**src/hw/rtl/ssah_pkg.sv**
```systemverilog
// Shared types, request and status codes for the sampled history table.
package ssah_pkg;

  localparam int KEY_W    = 64;
  localparam int LIMIT_W  = 13;
  localparam int PERIOD_W = 8;
  localparam int COUNT_W  = 13;

  localparam logic [63:0] GOLDEN = 64'h61C8864680B583EB;
  localparam logic [LIMIT_W-1:0] MIN_LIMIT = 13'd1024;
  localparam logic [LIMIT_W-1:0] LIMIT_RESET = 13'd4096;
  localparam logic [PERIOD_W-1:0] PERIOD_RESET = 8'd8;

  localparam logic [0:0] CFG_CAPACITY_LIMIT = 1'b0;
  localparam logic [0:0] CFG_SAMPLE_PERIOD  = 1'b1;

  localparam logic [2:0] REQ_RECORD = 3'd0;
  localparam logic [2:0] REQ_LOOKUP = 3'd1;
  localparam logic [2:0] REQ_REMOVE = 3'd2;
  localparam logic [2:0] REQ_CLEAR  = 3'd3;
  localparam logic [2:0] REQ_SHRINK = 3'd4;

  localparam logic [2:0] ST_SKIPPED   = 3'd0;
  localparam logic [2:0] ST_UPDATED   = 3'd1;
  localparam logic [2:0] ST_INSERTED  = 3'd2;
  localparam logic [2:0] ST_EVICTED   = 3'd3;
  localparam logic [2:0] ST_FOUND     = 3'd4;
  localparam logic [2:0] ST_NOT_FOUND = 3'd5;
  localparam logic [2:0] ST_BULK_DONE = 3'd6;

  typedef struct packed {
    logic [KEY_W-1:0] owner;
    logic [KEY_W-1:0] page;
    logic [KEY_W-1:0] seq;
  } entry_t;

endpackage

```
**src/hw/rtl/ssah_hash.sv**
```systemverilog
// Iterative golden-ratio hash: one 32x32 multiplier and a 64-bit accumulator.
module ssah_hash #(
  parameter int SET_INDEX_BITS = 10
) (
  input  logic                      clk,
  input  logic                      rst,
  input  logic                      start,
  input  logic [63:0]               operand,
  output logic                      done,
  output logic [SET_INDEX_BITS-1:0] result
);

  logic [63:0] a;
  logic [63:0] acc;
  logic [63:0] prod;
  logic [1:0]  step;
  logic        run;
  logic        add_phase;
  logic [31:0] mul_a;
  logic [31:0] mul_b;

  assign mul_a  = (step == 2'd1) ? a[63:32] : a[31:0];
  assign mul_b  = (step == 2'd2) ? ssah_pkg::GOLDEN[63:32] : ssah_pkg::GOLDEN[31:0];
  assign result = acc[63:64-SET_INDEX_BITS];

  always_ff @(posedge clk) begin
    if (rst) begin
      run       <= 1'b0;
      done      <= 1'b0;
      add_phase <= 1'b0;
      step      <= 2'd0;
    end else begin
      done <= 1'b0;
      if (start) begin
        run       <= 1'b1;
        add_phase <= 1'b0;
        step      <= 2'd0;
      end else if (run) begin
        if (!add_phase) begin
          add_phase <= 1'b1;
        end else begin
          add_phase <= 1'b0;
          if (step == 2'd2) begin
            run  <= 1'b0;
            done <= 1'b1;
          end else begin
            step <= step + 2'd1;
          end
        end
      end
    end
  end

  always_ff @(posedge clk) begin
    if (start) begin
      a   <= operand;
      acc <= 64'd0;
    end else if (run) begin
      if (!add_phase) begin
        prod <= 64'(mul_a) * 64'(mul_b);
      end else if (step == 2'd0) begin
        acc <= acc + prod;
      end else begin
        acc <= acc + {prod[31:0], 32'd0};
      end
    end
  end

endmodule

```
**config.mk**
```make
export PLATFORM = sky130hd
export DESIGN_NAME = ssah_hash
export DESIGN_NICKNAME = d
export VERILOG_FILES = /design/src/hw/rtl/ssah_pkg.sv /design/src/hw/rtl/ssah_hash.sv
export SDC_FILE = /design/constraint.sdc
export NUM_CORES = 2
export LEC_CHECK = 0
export BUFFER_PORTS_ARGS = -buffer_cell sky130_fd_sc_hd__buf_4
export CORE_MARGIN = 1
export CORE_UTILIZATION = 63
export DETAILED_ROUTE_END_ITERATION = 16
export GPL_TIMING_DRIVEN = 0
export HOLD_SLACK_MARGIN = 0.08
export PLACE_DENSITY = 0.8
export SLEW_MARGIN = 0
export SYNTH_ARGS = -nofsm -noshare
export SYNTH_HDL_FRONTEND = slang
export SYNTH_SLANG_ARGS = --single-unit
```
**constraint.sdc**
```tcl
create_clock -name clk -period 17.03 [get_ports clk]
set_input_delay 0 -clock clk [delete_from_list [all_inputs] [get_ports clk]]
set_output_delay 0 -clock clk [all_outputs]
set_load 0.01 [all_outputs]
```
## Yosys cells after proc, flatten, opt, wreduce, memory -nomap -nowiden

Index checks and enable logic that the tools add are counted.

| operators by class | value |
|---|---|
| $add $sub $neg | 3 |
| multiply operators | 1 |
| equality and inequality tests | 2 |
| mux-type cells | 9 |
| bitwise gates (word level) | 4 |
| reductions and logical operators | 6 |

Operators by type and width:

| kind | number |
|---|---|
| 64-bit adder | 2 |
| 32-bit by 32-bit multiplier with 64-bit output | 1 |
| 32-bit 2-to-1 mux | 2 |
| 64-bit 2-to-1 mux | 1 |
| 1-bit 2-to-1 mux | 6 |
| 3-bit AND reduction | 2 |
| 1-bit inverter | 4 |
| 4-bit OR reduction | 1 |
| 2-bit by 1-bit adder with 2-bit output, second input constant | 1 |
| 2-bit by 1-bit equality test with 1-bit output, second input constant | 1 |
| 2-bit equality test, second input constant | 1 |
| 2-bit zero test | 1 |
| 2-bit AND reduction | 1 |
| 2-bit OR reduction | 1 |

| word-level totals | value |
|---|---|
| flip-flop bits (word level) | 197 |
| input bits | 67 |
| output and inout bits | 11 |
| logic and storage cells | 32 |

## Depth between registers and ports, before layout

| logic depth | value |
|---|---|
| depth in word-level cells | 5 |
| gate-level depth with buffers | 36 |
| mapped depth without buffers | 32 |

## Worst setup path after synthesis

No wires, ideal clock.

| path | value |
|---|---|
| path type | register -> register |
| start point | register step[1] |
| end point | register prod[63] (data pin) |
| setup time | 263 ps |
| arrival time | 8485 ps |
| required time | 16767 ps |
| slack | 8282 ps |
| stages on the path, launching flop included | 34 |
| path buffers | 4 |
| clock period less this slack | 8748 ps |
| path through | dfxtp_1 > inv_1 > ha_1 > clkbuf_1 > buf_1 > buf_1 > mux2i_1 > clkbuf_1 > inv_1 > xnor2_1 > ha_1 > or2_2 > fa_1 > ha_1 > inv_1 > fa_1 > inv_1 > fa_1 > inv_1 > fa_1 > inv_1 > fa_1 > fa_1 > ha_1 > and3_1 > nand4_1 > nor4_1 > a211oi_2 > o31ai_4 > a21oi_2 > o21ai_1 > a21oi_1 > o41ai_2 > xnor2_1 |

| on the way | value |
|---|---|
| cells in the longest elaborated chain, start to end | 3 |
| elaborated cells on any way between the ends | 5 |
| classes of those cells | mul (1); eq/ne (2); mux (2) |

Ends and longest elaborated chain:

| what | line | RTL |
|---|---|---|
| start: declaration | ssah_hash.sv:16 | `logic [1:0] step;` |
| start signal: assignment | ssah_hash.sv:47 | `step <= step + 2'd1;` |
| 2-bit by 1-bit equality test with 1-bit output or 2-bit equality test (tied branches) | ssah_hash.sv:22, ssah_hash.sv:23 |  |
| 32-bit 2-to-1 mux (on tied branches) | ssah_hash.sv:22, ssah_hash.sv:23 |  |
| 32-bit by 32-bit multiplier with 64-bit output (*) | ssah_hash.sv:60 | `prod <= 64'(mul_a) * 64'(mul_b);` |
| end signal: assignment | ssah_hash.sv:60 |  |
| end: declaration | ssah_hash.sv:15 | `logic [63:0] prod;` |

Mark *: on every way between the ends. The rest lies on a longest branch, timed or not.
A chain may end at the register's enable or synchronous reset.

## Worst setup path after layout

Ends and elaborated chain as after synthesis.

==> results.cfg <==
[placement]
place_inst = 4383
pre_cts_ws_ns = 5.61
port_buffers = 77
dp_hpwl_um = 85400
place_congestion = 1.04

[route]
wire_per_inst_um = 22.9
vias = 27167
drt-vias-per-instance = 6.06
topRoutingLayerUsed = met4
met3_length_um = 10900
wl_um = 103000
first_pass_iters = 9
wl_met1_um = 39100
antenna_left = 0
drtIter0Drc = 2740
dr_wl_met2_um = 45500
drc_errors = 0

[finish]
num-nets-final = 4887
syn_to_final_growth_pct = 8.11
finish.utilization_pct = 69.1
stdcell_count = 4481
drive_gt1_share_pct = 5.50

[logic_synthesis]
synth-seq-cells = 197
seq_area_frac_synth_pct = 15.2
netlist_instances = 3588
synth_edf_count = 128
avgSynthCellArea_um2 = 9.61
yosysUniqueCellTypes = 83
ys_warn_count = 0
syn-cell-area_um2 = 34500
async_reset_ff_share_pct = 0
ys.flop_type = edfxtp_1

[timing]
hold_viol_final = 0
fin_crit_ns = 11.77
timing.final.crit_share_pct = 69.1
skew_ns = 0.0145
maxSlewViolCount = 0
rsz0062_at_grt = false
tns_ns = 0
timing.final.ws_setup_ns = 5.26
tightest_slew_ns = 1.17
max_freq_ghz = 0.0850
maxSlewHeadroom_pct = 21.7
setup_viol_count_final = 0

[cts]
clock_latency_ns = 0.52
cts_buffers = 17
cts_tree = built
ctsHtreeMaxLevel = 4
cts_root_buffer = clkbuf_16
clkTransAtPathRegs_ns = 0.08
clock_path_buffers = 2
cts.sinks = 197

[global_routing]
grt_max_degree = 66
grt.total_usage_pct = 37.6
grt-ovfl-total = 0
grt_pass1_vias = 27295
antenna_found_initial = 1
grt_pass1_wl_um = 156000

[die]
core_um2 = 53900
io_pins = 78
fp-row-count = 85
die_width_um = 236
dieArea_um2 = 55700
initial_core_util_pct = 63.9
die_h_um = 236

[critical_path]
crit_fanout = 10
required_ns = 17.29
crit_type = reg -> reg
arrival_ns = 12.02
slowest_delay_ns = 0.90
cp-end-kind = flop
critPathLaunchType = flop
slowest_stage = buf_1

[status]
status = completed

[job]
cap_violations = 0

[worst_hold_path]
holdCritPathClass = in -> reg
-- area by class of cell --
cell class,instances,area (um^2)
multi-input combinational,2628,26400
fill,4070,16600
sequential,197,5230
inverter,657,2470
timing repair buffer,146,1270
tap,696,871
buffer,124,508
clock buffer,20,467
clock inverter,12,110
antenna,1,2.50
-- cell usage in the layout (no fill, tap or decap), types with 7 or more instances in the layout --
cell type      synthesis  routed
xnor2_1              108     108
o21ai_1               11      11
dfxtp_1               69      69
conb_1                 2      20
nor2b_1               24      24
o31ai_1               15      15
nand2_1              216     216
nor4_1                10      10
and4_1                 7       7
xor2_1                52      52
or2_2                 38      38
ha_1                 553     553
edfxtp_1             128     128
o21ai_0               88      88
mux2i_1               35      35
clkbuf_16              0      17
nand2b_1              39      39
nor3_1                42      42
clkbuf_1             104     104
or3_1                  7       7
buf_4                 10      87
a21boi_0               8       8
a211oi_1              23      23
a21oi_1              252     252
fa_1                 496     496
dlygate4sd3_1          0      65
a21o_1               101     101
inv_1                655     655
and3_1                15      15
mux2_2                12      12
o21a_1                23      23
a2111oi_0             10      10
nand4_1               37      37
nand3_1               34      34
a31oi_1               12      12
and2_1                20      20
nor2_1               189     189
o21bai_1              43      43
-- synthesized netlist by cell type (all sizes together), types with 12 or more instances --
| library cell | number | share of area, % |
|---|---|---|
| and2 | 20 | 0.36 |
| ha | 553 | 20 |
| or2 | 39 | 0.71 |
| a31oi | 13 | 0.25 |
| inv | 655 | 7.1 |
| nor3 | 42 | 0.61 |
| mux2i | 35 | 1.0 |
| clkbuf | 104 | 1.1 |
| a21oi | 256 | 3.8 |
| o31ai | 18 | 0.49 |
| dfxtp | 69 | 4.0 |
| fa | 496 | 29 |
| buf | 20 | 0.34 |
| nor2 | 189 | 2.1 |
| o21bai | 44 | 0.97 |
| nor2b | 24 | 0.44 |
| and3 | 15 | 0.27 |
| o21a | 23 | 0.50 |
| a211oi | 26 | 0.61 |
| nand2b | 39 | 0.71 |
| a21o | 101 | 2.2 |
| edfxtp | 128 | 11 |
| xnor2 | 108 | 2.7 |
| xor2 | 52 | 1.3 |
| nand3 | 34 | 0.49 |
| mux2 | 12 | 0.39 |
| nand2 | 216 | 2.4 |
| o21ai | 101 | 1.5 |
| nand4 | 37 | 0.67 |
-- per-layer routing --
metal | vias up | global-route usage [%]
met3 | 375 | 9.60
li1 | 12240 | -
met5 | - | 0
met2 | 1474 | 57.8
met4 | 0 | 22.9
met1 | 13078 | 47.8
-- flip-flops by register name, summed over array words and instances, names as in the netlist --
signal / flops
done: 1
run: 1
a: 64
add_phase: 1
acc: 64
prod: 64
step: 2
-- repair_timing --
item / CTS / global route
hold buffers: 65 / 0
resized for setup: 0 / 0
buffers inserted: 0 / 0
hold endpoints to repair: 69 / 0
-- path summary, 6_finish.rpt --
| kind | startpoint | to | cells past startpoint | slack [ns] |
|---|---|---|---|---|
| max | step[1] | prod[63] | 34 | 5.26 |
| min | start | a[18] | 1 | 0.16 |
| max reg2reg | step[1] | prod[63] | 34 | 5.26 |
| min reg2reg | acc[22] | acc[22] | 2 | 0.46 |
-- metrics by stage --
stage | instance area [um^2] | hold WS (ns)
2_1_floorplan | 34500 | 0.0724
6_report | 37300 | 0.160
3_5_place_dp | 36000 | 0.179
5_1_grt | 37300 | 0.186
3_3_place_gp | 36000 | 0.178
4_1_cts | 37300 | 0.150
-- worst max-delay path, delay by kind of cell, from the launching register on --
family	cells	cell delay, ns
buffers and inverters	10	3.43
AO/OA/AOI/OAI	6	1.47
flip-flops	1	0.35
adder cells (fa/ha/maj)	10	3.88
XOR/XNOR	2	0.23
AND/OR/NAND/NOR	5	1.53
multiplexers	1	0.58
-- kinds of logic (layout without fill, tap and decap cells) --
family,after synthesis,in the layout,share of synthesized area [%]
buf+inv,781,959,8.63
compound gates,663,663,12.4
flops,197,197,15.2
simple gates,688,688,9.38
mux,48,48,1.47
xor+xnor,160,160,4.06
other cells,2,21,0.0218
fa+ha+maj,1049,1049,48.9
Power is left out: the tool's default activity adds up to more than one toggle a clock period on the data nets, which glitch-free logic cannot reach.
